**config.mk**
```make
export PLATFORM = sky130hd
export DESIGN_NAME = bucket_priority_queue_core
export DESIGN_NICKNAME = d
export VERILOG_FILES = /design/src/hw/rtl/bpq_pkg.sv /design/src/hw/rtl/bpq_cmd_fifo.sv /design/src/hw/rtl/bpq_front.sv /design/src/hw/rtl/bpq_back.sv /design/src/hw/rtl/bucket_priority_queue_core.sv
export SDC_FILE = /design/constraint.sdc
export NUM_CORES = 2
export LEC_CHECK = 0
export ABC_AREA = 1
export BUFFER_PORTS_ARGS = -buffer_cell sky130_fd_sc_hd__buf_2
export CELL_PAD_IN_SITES_DETAIL_PLACEMENT = 1
export CELL_PAD_IN_SITES_GLOBAL_PLACEMENT = 1
export CORE_AREA = 2 2 506 508
export DETAILED_ROUTE_END_ITERATION = 7
export DIE_AREA = 0 0 508 510
export PLACE_DENSITY_LB_ADDON = 0.1
export SETUP_SLACK_MARGIN = 0.5
export SYNTH_ARGS = -nofsm -noshare
export SYNTH_HDL_FRONTEND = slang
export SYNTH_SLANG_ARGS = --single-unit
```
**constraint.sdc**
```tcl
create_clock -name i_clk -period 6.6 [get_ports i_clk]
set_input_delay 0.33 -clock i_clk [delete_from_list [all_inputs] [get_ports i_clk]]
set_output_delay 0.33 -clock i_clk [all_outputs]
set_load 0.01 [all_outputs]
```
**src/hw/rtl/bpq_pkg.sv**
```systemverilog
// bpq_pkg: shared types, constants and helpers for the bucket priority queue
package bpq_pkg;

    localparam int LEVELS     = 16;
    localparam int LVL_W      = 4;
    localparam int CAPACITY   = 64;
    localparam int PTR_W      = $clog2(CAPACITY);
    localparam int CNT_W      = $clog2(CAPACITY + 1);
    localparam int FIFO_DEPTH = 2;
    localparam int FIFO_AW    = $clog2(FIFO_DEPTH);

    localparam logic CMD_ENQ = 1'b0;
    localparam logic CMD_DEQ = 1'b1;

    typedef enum logic [1:0] {
        K_ENQ,
        K_DEQ,
        K_BAD
    } t_kind;

    typedef enum logic [1:0] {
        ST_OK,
        ST_LEVEL,
        ST_FULL,
        ST_EMPTY
    } t_status;

    typedef enum logic [1:0] {
        BS_IDLE,
        BS_ENQ_FREE,
        BS_DEQ_LINK,
        BS_VAL
    } t_bstate;

    typedef struct packed {
        t_kind             kind;
        logic [LVL_W-1:0]  level;
    } t_cmd;

    typedef struct packed {
        t_status           status;
        logic              is_empty;
        logic [CNT_W-1:0]  count;
        logic [LVL_W-1:0]  front_level;
    } t_res;

    typedef struct packed {
        logic              found;
        logic [LVL_W-1:0]  idx;
    } t_find;

    // lowest set bit of the occupancy mask
    function automatic t_find first_set(input logic [LEVELS-1:0] mask);
        t_find f;
        f = '0;
        for (int i = LEVELS - 1; i >= 0; i--) begin
            if (mask[i]) begin
                f.found = 1'b1;
                f.idx   = LVL_W'(i);
            end
        end
        return f;
    endfunction

    function automatic logic [PTR_W-1:0] next_node(input logic [PTR_W-1:0] a);
        return (a == PTR_W'(CAPACITY - 1)) ? '0 : a + 1'b1;
    endfunction

endpackage

```
**src/hw/rtl/bpq_cmd_fifo.sv**
```systemverilog
// bpq_cmd_fifo: short request queue between the front and back parts
module bpq_cmd_fifo #(
    parameter int W = 38
) (
    input  logic         i_clk,
    input  logic         i_rst_n,
    input  logic         i_push,
    input  logic [W-1:0] i_data,
    output logic         o_full,
    input  logic         i_pop,
    output logic         o_vld,
    output logic [W-1:0] o_data
);
    import bpq_pkg::*;

    logic [W-1:0]       r_mem [FIFO_DEPTH];
    logic [FIFO_AW-1:0] r_wptr;
    logic [FIFO_AW-1:0] r_rptr;
    logic [FIFO_AW:0]   r_fill;

    assign o_full = (r_fill == (FIFO_AW+1)'(FIFO_DEPTH));
    assign o_vld  = (r_fill != '0);
    assign o_data = r_mem[r_rptr];

    always_ff @(posedge i_clk) begin
        if (i_push) begin
            r_mem[r_wptr] <= i_data;
        end
    end

    always_ff @(posedge i_clk) begin
        if (!i_rst_n) begin
            r_wptr <= '0;
            r_rptr <= '0;
            r_fill <= '0;
        end else begin
            if (i_push) begin
                r_wptr <= (r_wptr == FIFO_AW'(FIFO_DEPTH - 1)) ? '0 : r_wptr + 1'b1;
            end
            if (i_pop) begin
                r_rptr <= (r_rptr == FIFO_AW'(FIFO_DEPTH - 1)) ? '0 : r_rptr + 1'b1;
            end
            if (i_push && !i_pop) begin
                r_fill <= r_fill + 1'b1;
            end else if (!i_push && i_pop) begin
                r_fill <= r_fill - 1'b1;
            end
        end
    end

endmodule

```
**src/hw/rtl/bpq_front.sv**
```systemverilog
// bpq_front: request intake, level limit register and request classification
module bpq_front #(
    parameter int ELEM_WIDTH = 32,
    parameter int IN_W       = 40
) (
    input  logic                  i_clk,
    input  logic                  i_rst_n,
    input  logic                  i_cfg_we,
    input  logic [3:0]            i_cfg_wdata,
    input  logic                  i_valid,
    output logic                  o_ready,
    input  logic [IN_W-1:0]       i_data,
    input  logic                  i_user,
    output logic                  o_push,
    output bpq_pkg::t_cmd         o_cmd,
    output logic [ELEM_WIDTH-1:0] o_elem,
    input  logic                  i_full
);
    import bpq_pkg::*;

    logic [LVL_W-1:0]      r_lowest_level;
    logic                  r_vld;
    t_cmd                  r_cmd;
    logic [ELEM_WIDTH-1:0] r_elem;
    t_cmd                  n_cmd;
    logic                  take;

    assign o_push  = r_vld && !i_full;
    assign o_ready = !r_vld || !i_full;
    assign take    = i_valid && o_ready;
    assign o_cmd   = r_cmd;
    assign o_elem  = r_elem;

    always_comb begin
        n_cmd.level = i_data[ELEM_WIDTH +: LVL_W];
        if (i_user == CMD_DEQ) begin
            n_cmd.kind = K_DEQ;
        end else if (n_cmd.level > r_lowest_level) begin
            n_cmd.kind = K_BAD;
        end else begin
            n_cmd.kind = K_ENQ;
        end
    end

    always_ff @(posedge i_clk) begin
        if (!i_rst_n) begin
            r_lowest_level <= LVL_W'(LEVELS - 1);
            r_vld          <= 1'b0;
        end else begin
            if (i_cfg_we) begin
                r_lowest_level <= i_cfg_wdata;
            end
            if (take) begin
                r_vld <= 1'b1;
            end else if (o_push) begin
                r_vld <= 1'b0;
            end
        end
    end

    always_ff @(posedge i_clk) begin
        if (take) begin
            r_cmd  <= n_cmd;
            r_elem <= i_data[ELEM_WIDTH-1:0];
        end
    end

endmodule

```
**src/hw/rtl/bpq_back.sv**
```systemverilog
// bpq_back: level lists, node pool, free list and result generation
module bpq_back #(
    parameter int ELEM_WIDTH = 32
) (
    input  logic                  i_clk,
    input  logic                  i_rst_n,
    input  logic                  i_cmd_vld,
    input  bpq_pkg::t_cmd         i_cmd,
    input  logic [ELEM_WIDTH-1:0] i_elem,
    output logic                  o_pop,
    input  logic                  i_slot_free,
    output logic                  o_emit,
    output bpq_pkg::t_res         o_res,
    output logic [ELEM_WIDTH-1:0] o_res_elem
);
    import bpq_pkg::*;

    // node pool
    logic [ELEM_WIDTH-1:0] r_val_mem [CAPACITY];
    logic [PTR_W-1:0]      r_lk_mem  [CAPACITY];
    logic [CAPACITY-1:0]   r_lk_vld;
    logic [ELEM_WIDTH-1:0] r_val_rd;
    logic [PTR_W-1:0]      r_lk_rd;
    logic [PTR_W-1:0]      r_lk_rd_addr;
    logic                  r_lk_rd_vld;

    // per level pointers
    logic [PTR_W-1:0]      r_head [LEVELS];
    logic [PTR_W-1:0]      r_tail [LEVELS];

    t_bstate               r_state, n_state;
    logic [LEVELS-1:0]     r_nonempty, n_nonempty;
    logic [PTR_W-1:0]      r_free, n_free;
    logic [CNT_W-1:0]      r_count, n_count;
    logic [LVL_W-1:0]      r_front_lvl, n_front_lvl;
    logic [PTR_W-1:0]      r_front_node, n_front_node;
    logic [ELEM_WIDTH-1:0] r_front_elem, n_front_elem;

    logic                  val_we, val_re, lk_we, lk_re, hd_we, tl_we;
    logic [PTR_W-1:0]      val_waddr, val_raddr, lk_waddr, lk_wdata, lk_raddr;
    logic [ELEM_WIDTH-1:0] val_wdata;
    logic [LVL_W-1:0]      hd_idx, tl_idx, tl_ridx, hd_ridx;
    logic [PTR_W-1:0]      hd_data, tl_data, tl_rd, hd_rd, lk_q;
    t_status               status;
    t_find                 nxt;

    assign lk_q    = r_lk_rd_vld ? r_lk_rd : next_node(r_lk_rd_addr);
    assign tl_ridx = (i_cmd.kind == K_ENQ) ? i_cmd.level : r_front_lvl;
    assign tl_rd   = r_tail[tl_ridx];
    assign nxt     = first_set(r_nonempty & ~(LEVELS'(1) << r_front_lvl));
    assign hd_ridx = nxt.idx;
    assign hd_rd   = r_head[hd_ridx];

    always_comb begin
        n_state      = r_state;
        n_nonempty   = r_nonempty;
        n_free       = r_free;
        n_count      = r_count;
        n_front_lvl  = r_front_lvl;
        n_front_node = r_front_node;
        n_front_elem = r_front_elem;
        val_we       = 1'b0;
        val_re       = 1'b0;
        lk_we        = 1'b0;
        lk_re        = 1'b0;
        hd_we        = 1'b0;
        tl_we        = 1'b0;
        val_waddr    = r_free;
        val_wdata    = i_elem;
        val_raddr    = hd_rd;
        lk_waddr     = tl_rd;
        lk_wdata     = r_free;
        lk_raddr     = r_free;
        hd_idx       = i_cmd.level;
        hd_data      = r_free;
        tl_idx       = i_cmd.level;
        tl_data      = r_free;
        status       = ST_OK;
        o_pop        = 1'b0;
        o_emit       = 1'b0;
        case (r_state)
            BS_IDLE: begin
                if (i_cmd_vld && i_slot_free) begin
                    o_pop = 1'b1;
                    case (i_cmd.kind)
                        K_ENQ: begin
                            if (r_count == CNT_W'(CAPACITY)) begin
                                status = ST_FULL;
                                o_emit = 1'b1;
                            end else begin
                                val_we = 1'b1;
                                if (r_nonempty[i_cmd.level]) begin
                                    lk_we = 1'b1;
                                end else begin
                                    hd_we = 1'b1;
                                end
                                tl_we                   = 1'b1;
                                n_nonempty[i_cmd.level] = 1'b1;
                                n_count                 = r_count + 1'b1;
                                lk_re                   = 1'b1;
                                if (r_count == '0 || i_cmd.level < r_front_lvl) begin
                                    n_front_elem = i_elem;
                                    n_front_lvl  = i_cmd.level;
                                    n_front_node = r_free;
                                end
                                n_state = BS_ENQ_FREE;
                            end
                        end
                        K_DEQ: begin
                            if (r_count == '0) begin
                                status = ST_EMPTY;
                                o_emit = 1'b1;
                            end else begin
                                lk_we    = 1'b1;
                                lk_waddr = r_front_node;
                                lk_wdata = r_free;
                                n_free   = r_front_node;
                                n_count  = r_count - 1'b1;
                                if (tl_rd == r_front_node) begin
                                    n_nonempty[r_front_lvl] = 1'b0;
                                    if (nxt.found) begin
                                        val_re       = 1'b1;
                                        n_front_lvl  = nxt.idx;
                                        n_front_node = hd_rd;
                                        n_state      = BS_VAL;
                                    end else begin
                                        n_front_elem = '0;
                                        n_front_lvl  = '0;
                                        o_emit       = 1'b1;
                                    end
                                end else begin
                                    lk_re    = 1'b1;
                                    lk_raddr = r_front_node;
                                    n_state  = BS_DEQ_LINK;
                                end
                            end
                        end
                        default: begin
                            status = ST_LEVEL;
                            o_emit = 1'b1;
                        end
                    endcase
                end
            end
            BS_ENQ_FREE: begin
                n_free  = lk_q;
                o_emit  = 1'b1;
                n_state = BS_IDLE;
            end
            BS_DEQ_LINK: begin
                hd_we        = 1'b1;
                hd_idx       = r_front_lvl;
                hd_data      = lk_q;
                n_front_node = lk_q;
                val_re       = 1'b1;
                val_raddr    = lk_q;
                n_state      = BS_VAL;
            end
            BS_VAL: begin
                n_front_elem = r_val_rd;
                o_emit       = 1'b1;
                n_state      = BS_IDLE;
            end
            default: begin
                n_state = BS_IDLE;
            end
        endcase
    end

    assign o_res.status      = status;
    assign o_res.is_empty    = (n_count == '0);
    assign o_res.count       = n_count;
    assign o_res.front_level = n_front_lvl;
    assign o_res_elem        = n_front_elem;

    always_ff @(posedge i_clk) begin
        if (val_we) begin
            r_val_mem[val_waddr] <= val_wdata;
        end
        if (val_re) begin
            r_val_rd <= r_val_mem[val_raddr];
        end
        if (lk_we) begin
            r_lk_mem[lk_waddr] <= lk_wdata;
        end
        if (lk_re) begin
            r_lk_rd      <= r_lk_mem[lk_raddr];
            r_lk_rd_addr <= lk_raddr;
        end
        if (hd_we) begin
            r_head[hd_idx] <= hd_data;
        end
        if (tl_we) begin
            r_tail[tl_idx] <= tl_data;
        end
        r_front_node <= n_front_node;
    end

    always_ff @(posedge i_clk) begin
        if (!i_rst_n) begin
            r_state      <= BS_IDLE;
            r_nonempty   <= '0;
            r_free       <= '0;
            r_count      <= '0;
            r_front_lvl  <= '0;
            r_front_elem <= '0;
            r_lk_vld     <= '0;
            r_lk_rd_vld  <= 1'b0;
        end else begin
            r_state      <= n_state;
            r_nonempty   <= n_nonempty;
            r_free       <= n_free;
            r_count      <= n_count;
            r_front_lvl  <= n_front_lvl;
            r_front_elem <= n_front_elem;
            if (lk_re) begin
                r_lk_rd_vld <= r_lk_vld[lk_raddr];
            end
            if (lk_we) begin
                r_lk_vld[lk_waddr] <= 1'b1;
            end
        end
    end

endmodule

```
**src/hw/rtl/bucket_priority_queue_core.sv**
```systemverilog
// Bucket priority queue with one FIFO list per level, level 0 most urgent.
// Every request (enqueue at a level, or dequeue of the most urgent head) gives
// exactly one result: front element and level after the request, element count,
// empty flag and status. Requests are registered and classified at the front,
// wait in a two-entry queue and are carried out by the back part, which owns the
// node pool memories. Rejected requests and dequeues that empty the queue finish
// in BS_IDLE; an accepted enqueue also passes BS_ENQ_FREE (the free list's next
// link comes from the link memory's registered read), a dequeue that empties its
// level BS_VAL, and one that does not BS_DEQ_LINK and BS_VAL (link read, then
// value read of the new head). No clearing pass is needed after reset.
module bucket_priority_queue_core #(
    parameter int ELEM_WIDTH = 32
) (
    input  logic             i_clk,
    input  logic             i_rst_n,
    input  logic             i_cfg_we,
    input  logic [3:0]       i_cfg_wdata,    // lowest_level
    input  logic             s_axis_tvalid,
    output logic             s_axis_tready,
    input  logic [((ELEM_WIDTH+4+7)/8)*8-1:0]  s_axis_tdata,  // elem, level
    input  logic             s_axis_tuser,   // cmd
    output logic             m_axis_tvalid,
    input  logic             m_axis_tready,
    output logic [((ELEM_WIDTH+12+7)/8)*8-1:0] m_axis_tdata,  // front_elem, front_level, count, is_empty
    output logic [1:0]       m_axis_tuser    // status
);
    import bpq_pkg::*;

    localparam int IN_W  = ((ELEM_WIDTH + LVL_W + 7) / 8) * 8;
    localparam int OUT_W = ((ELEM_WIDTH + LVL_W + CNT_W + 1 + 7) / 8) * 8;
    localparam int Q_W   = $bits(t_cmd) + ELEM_WIDTH;

    logic                  fe_push, q_full, q_vld, q_pop, slot_free, emit;
    t_cmd                  fe_cmd, q_cmd;
    logic [ELEM_WIDTH-1:0] fe_elem, q_elem, res_elem;
    logic [Q_W-1:0]        q_rdata;
    t_res                  res;
    logic [OUT_W-1:0]      n_tdata;
    logic                  r_m_vld;
    logic [OUT_W-1:0]      r_m_data;
    logic [1:0]            r_m_user;

    bpq_front #(
        .ELEM_WIDTH (ELEM_WIDTH),
        .IN_W       (IN_W)
    ) u_front (
        .i_clk       (i_clk),
        .i_rst_n     (i_rst_n),
        .i_cfg_we    (i_cfg_we),
        .i_cfg_wdata (i_cfg_wdata),
        .i_valid     (s_axis_tvalid),
        .o_ready     (s_axis_tready),
        .i_data      (s_axis_tdata),
        .i_user      (s_axis_tuser),
        .o_push      (fe_push),
        .o_cmd       (fe_cmd),
        .o_elem      (fe_elem),
        .i_full      (q_full)
    );

    bpq_cmd_fifo #(
        .W (Q_W)
    ) u_queue (
        .i_clk   (i_clk),
        .i_rst_n (i_rst_n),
        .i_push  (fe_push),
        .i_data  ({fe_cmd, fe_elem}),
        .o_full  (q_full),
        .i_pop   (q_pop),
        .o_vld   (q_vld),
        .o_data  (q_rdata)
    );

    assign q_cmd  = q_rdata[Q_W-1:ELEM_WIDTH];
    assign q_elem = q_rdata[ELEM_WIDTH-1:0];

    assign slot_free = !r_m_vld || m_axis_tready;

    bpq_back #(
        .ELEM_WIDTH (ELEM_WIDTH)
    ) u_back (
        .i_clk       (i_clk),
        .i_rst_n     (i_rst_n),
        .i_cmd_vld   (q_vld),
        .i_cmd       (q_cmd),
        .i_elem      (q_elem),
        .o_pop       (q_pop),
        .i_slot_free (slot_free),
        .o_emit      (emit),
        .o_res       (res),
        .o_res_elem  (res_elem)
    );

    always_comb begin
        n_tdata                                            = '0;
        n_tdata[ELEM_WIDTH-1:0]                            = res_elem;
        n_tdata[ELEM_WIDTH +: LVL_W]                       = res.front_level;
        n_tdata[ELEM_WIDTH+LVL_W +: CNT_W]                 = res.count;
        n_tdata[ELEM_WIDTH+LVL_W+CNT_W]                    = res.is_empty;
    end

    always_ff @(posedge i_clk) begin
        if (!i_rst_n) begin
            r_m_vld <= 1'b0;
        end else if (emit) begin
            r_m_vld <= 1'b1;
        end else if (m_axis_tready) begin
            r_m_vld <= 1'b0;
        end
    end

    always_ff @(posedge i_clk) begin
        if (emit) begin
            r_m_data <= n_tdata;
            r_m_user <= res.status;
        end
    end

    assign m_axis_tvalid = r_m_vld;
    assign m_axis_tdata  = r_m_data;
    assign m_axis_tuser  = r_m_user;

`ifndef SYNTHESIS
    a_count_range: assert property (@(posedge i_clk) disable iff (!i_rst_n)
        m_axis_tvalid |-> (m_axis_tdata[ELEM_WIDTH+LVL_W +: CNT_W] <= CNT_W'(CAPACITY)))
        else $error("result count above capacity");

    a_empty_flag: assert property (@(posedge i_clk) disable iff (!i_rst_n)
        m_axis_tvalid |-> (m_axis_tdata[ELEM_WIDTH+LVL_W+CNT_W] ==
                           (m_axis_tdata[ELEM_WIDTH+LVL_W +: CNT_W] == '0)))
        else $error("empty flag disagrees with count");

    a_empty_front: assert property (@(posedge i_clk) disable iff (!i_rst_n)
        (m_axis_tvalid && m_axis_tdata[ELEM_WIDTH+LVL_W+CNT_W]) |->
        (m_axis_tdata[ELEM_WIDTH+LVL_W-1:0] == '0))
        else $error("front fields not cleared on empty queue");

    a_emit_slot: assert property (@(posedge i_clk) disable iff (!i_rst_n)
        emit |-> slot_free)
        else $error("result produced while output slot occupied");
`endif

endmodule

```
==> metrics.csv <==
stage;metric;value;unit
critical_path;cp-end-kind;flip-flop;
critical_path;cp.arrival;6.62;ns
floorplanning;num_io_pins;102;
critical_path;r2r.worst_path.cells;34;
run_status;status;finished, final reports clean;
min_path;worst_hold_path.num_cells;2;
logic_synthesis;synth.distinct_cells;50;
critical_path;worstSetupPathType;flip-flop to flip-flop;
detailed_routing;wl_per_cell;28.0;um
global_route;grt_usage;0.333;
run;maxCapViolCount;0;
critical_path;cp_slowest_stage_delay;0.58;ns
cells_and_area;n_fill_cell;26400;
logic_synthesis;syn-instance-count;12000;
logic_synthesis;syn_avg_cell_area;10.8;um^2
detailed_routing;ant_nets;0;
placed_design;port_buffers;93;
detailed_routing;first_pass_iters;6;
clocking;clock_latency;1.00;ns
clocking;cts_inserted_buffers;331;
clocking;cts.sinks;2977;
sta;rsz0062_at_grt;yes;
floorplanning;initial_core_util;0.508;
logic_synthesis;synth_seq_cells;2977;
clocking;htreeDepth;5;
cells_and_area;syn_to_final_growth;12.8;%
cells_and_area;final_nets;12100;
sta;worst_slew_pin_slew;1.34;ns
logic_synthesis;synth_top_cell_by_area;edfxtp_1;
global_route;antenna_found_initial;26;
detailed_routing;drt_iter0_drc;10700;
logic_synthesis;yosys-top-cells-area;edfxtp_1, nand3_1, nand2_1, inv_1, dfxtp_1;
floorplanning;num_rows;185;
clocking;clock_path_buffers;4;
floorplanning;coreArea;253000;um^2
sta;clock_skew;0.0782;ns
logic_synthesis;synthTopCellsByCount;edfxtp_1, nand3_1, nand2_1;
placed_design;hpwl;254;mm
floorplanning;die_h;510;um
clocking;clk_pin_slew;0.07;ns
floorplanning;die_w;508;um
global_route;overflow;0;
critical_path;critPathLaunchType;flip-flop;
global_route;grt_pass1_vias;96400;
critical_path;crit_required;7.27;ns
sta;max_freq;168;MHz
global_route;grt_pass1_wl;634;mm
cells_and_area;drive_gt1_frac;0.0849;
floorplanning;die_area;259000;um^2
detailed_routing;vias_per_cell;6.00;
sta;period_needed;5.95;ns
logic_synthesis;synth-async-reset-ratio;0;
sta;post-route-period-util;0.901;
sta;finalHoldViolCount;0;
sta;final_max_slew_viol_count;0;
logic_synthesis;synth_most_common_cell;edfxtp_1;
logic_synthesis;yosys.area.top_type_share;0.660;
sta;slew_headroom;0.104;
critical_path;slowest_stage;nand3_1;
clocking;cts_tree;built;
logic_synthesis;ys_seq_area_frac;0.683;
logic_synthesis;yosys_most_used_dff;edfxtp_1;
critical_path;critPathMaxFanout;61;
critical_path;crit_top_cell;nand2_1;
placed_design;routabilityCongestion;0.849;
logic_synthesis;syn_area;129000;um^2
detailed_routing;drt_wl_total;440;mm
detailed_routing;drc;0;
logic_synthesis;synth_edf_count;2834;
clocking;root_buffer;clkbuf_16;
sta;tns;0;ns
sta;setup_viol;0;
detailed_routing;vias;94200;
logic_synthesis;yosysWarnings;0;
global_route;grt_max_degree;131;
min_path;hold_path_class;primary input to flip-flop;
-- cells in the final DEF (no fill, tap or decap), types with 16 or more instances in the layout --
cell / netlist / routed
o21ai_0: 312 / 311
dfxtp_1: 143 / 136
nor2_1: 496 / 427
nand2_2: 7 / 40
nand2_1: 2161 / 2121
nand3b_1: 320 / 320
o21ai_1: 68 / 63
bufinv_16: 0 / 22
inv_1: 1849 / 1846
a31oi_1: 42 / 42
nand3_1: 2465 / 2450
and2_1: 33 / 33
nor2_4: 0 / 66
o221ai_1: 19 / 19
clkbuf_16: 0 / 336
ha_1: 16 / 16
clkinv_2: 0 / 49
buf_2: 405 / 93
clkinv_1: 3 / 64
o211ai_1: 144 / 144
nor3_1: 21 / 21
edfxtp_1: 2834 / 2834
clkbuf_1: 262 / 84
a21oi_1: 129 / 125
o21bai_1: 60 / 60
clkbuf_8: 0 / 16
dlygate4sd3_1: 0 / 57
buf_12: 0 / 63
a22oi_1: 26 / 26
buf_4: 18 / 252
-- worst paths after layout --
check / slack, ns / start / endpoint
hold reg to reg: 0.38 / u_front.o_elem[6]$_DFFE_PP_ / u_queue.r_mem[1][6]$_DFFE_PP_
setup reg to reg: 0.65 / u_back.r_front_lvl[1]$_SDFF_PN0_ / u_back.r_val_rd[16]$_DFFE_PP_
setup / recovery: 0.65 / u_back.r_front_lvl[1]$_SDFF_PN0_ / u_back.r_val_rd[16]$_DFFE_PP_
hold / removal: 0.08 / s_axis_tdata[9] / u_front.o_elem[9]$_DFFE_PP_
-- worst max-delay path, delay by kind of cell (launching register included) --
kind,cells,cell delay [ns]
simple gates,30,4.15
buf+inv,4,0.94
flops,1,0.44
-- timing repair --
item / in CTS / in global routing
hold endpoints to repair: 59 / 0
gates resized for setup: 0 / 37
hold buffers: 57 / 0
buffers inserted: 0 / 2
endpoints found under the setup margin: 0 / 54
-- stage by stage --
stage | std cells | hold slack, ns | setup WS (ns) | instance area [um^2] | utilization
finish | 15700 | 0.0810 | 0.650 | 145000 | 0.574
global route | 15700 | 0.0493 | 0.470 | 145000 | 0.573
CTS | 15700 | 0.00948 | 0.539 | 145000 | 0.572
detailed placement | 15000 | 0.431 | 0.601 | 134000 | 0.530
global placement | 15000 | 0.422 | 0.752 | 134000 | 0.530
floorplan | 12000 | 0.421 | 1.59 | 129000 | -
-- sequential cells by signal, summed over array words and instances, names as in the netlist, 7 cells and up, named ones only --
| register | count |
|---|---|
| u_back.r_val_mem | 2048 |
| u_back.r_lk_mem | 384 |
| u_back.r_head | 96 |
| u_back.r_tail | 96 |
| u_queue.r_mem | 76 |
| u_back.r_lk_vld | 64 |
| m_axis_tdata | 44 |
| u_back.r_front_elem | 32 |
| u_back.r_val_rd | 32 |
| u_front.o_elem | 32 |
| u_back.r_nonempty | 16 |
| u_back.r_count | 7 |
-- kinds of logic after synthesis --
kind of cell | after synthesis | share of synthesized area
and+or+nand+nor | 5530 | 0.196
xor gates and xnor gates | 13 | 0.000884
muxes | 3 | 0.000233
adders and majority gates | 16 | 0.00155
DFF | 2977 | 0.683
other | 1 | 0.0000291
AOI/OAI and AO/OA | 831 | 0.0385
buffers and inverters | 2581 | 0.0801
-- layout make-up --
cell class | instances | area (um^2) | share of cell area
diodes | 15 | 37.5 | 0.000258
clock buffers | 433 | 8880 | 0.0611
clock inverters | 149 | 1320 | 0.00906
inverters | 1866 | 7040 | 0.0484
multi-input cells | 6402 | 31500 | 0.217
flip-flops and latches | 2977 | 88000 | 0.605
well taps | 3366 | 4210 | 0.0290
repair buffers | 475 | 4410 | 0.0304
-- layer usage --
layer  vias to the layer above  global-route usage  routed length, um
met4                        20               0.137              18500
met3                       883              0.0613              39200
met1                     48200               0.449             176000
li1                      40800                   -                  -
met5                         -                   0                145
met2                      4305               0.534             206000
Power is not shown: default switching activity piles up to over one toggle a cycle in this logic, so the estimate is an artifact.
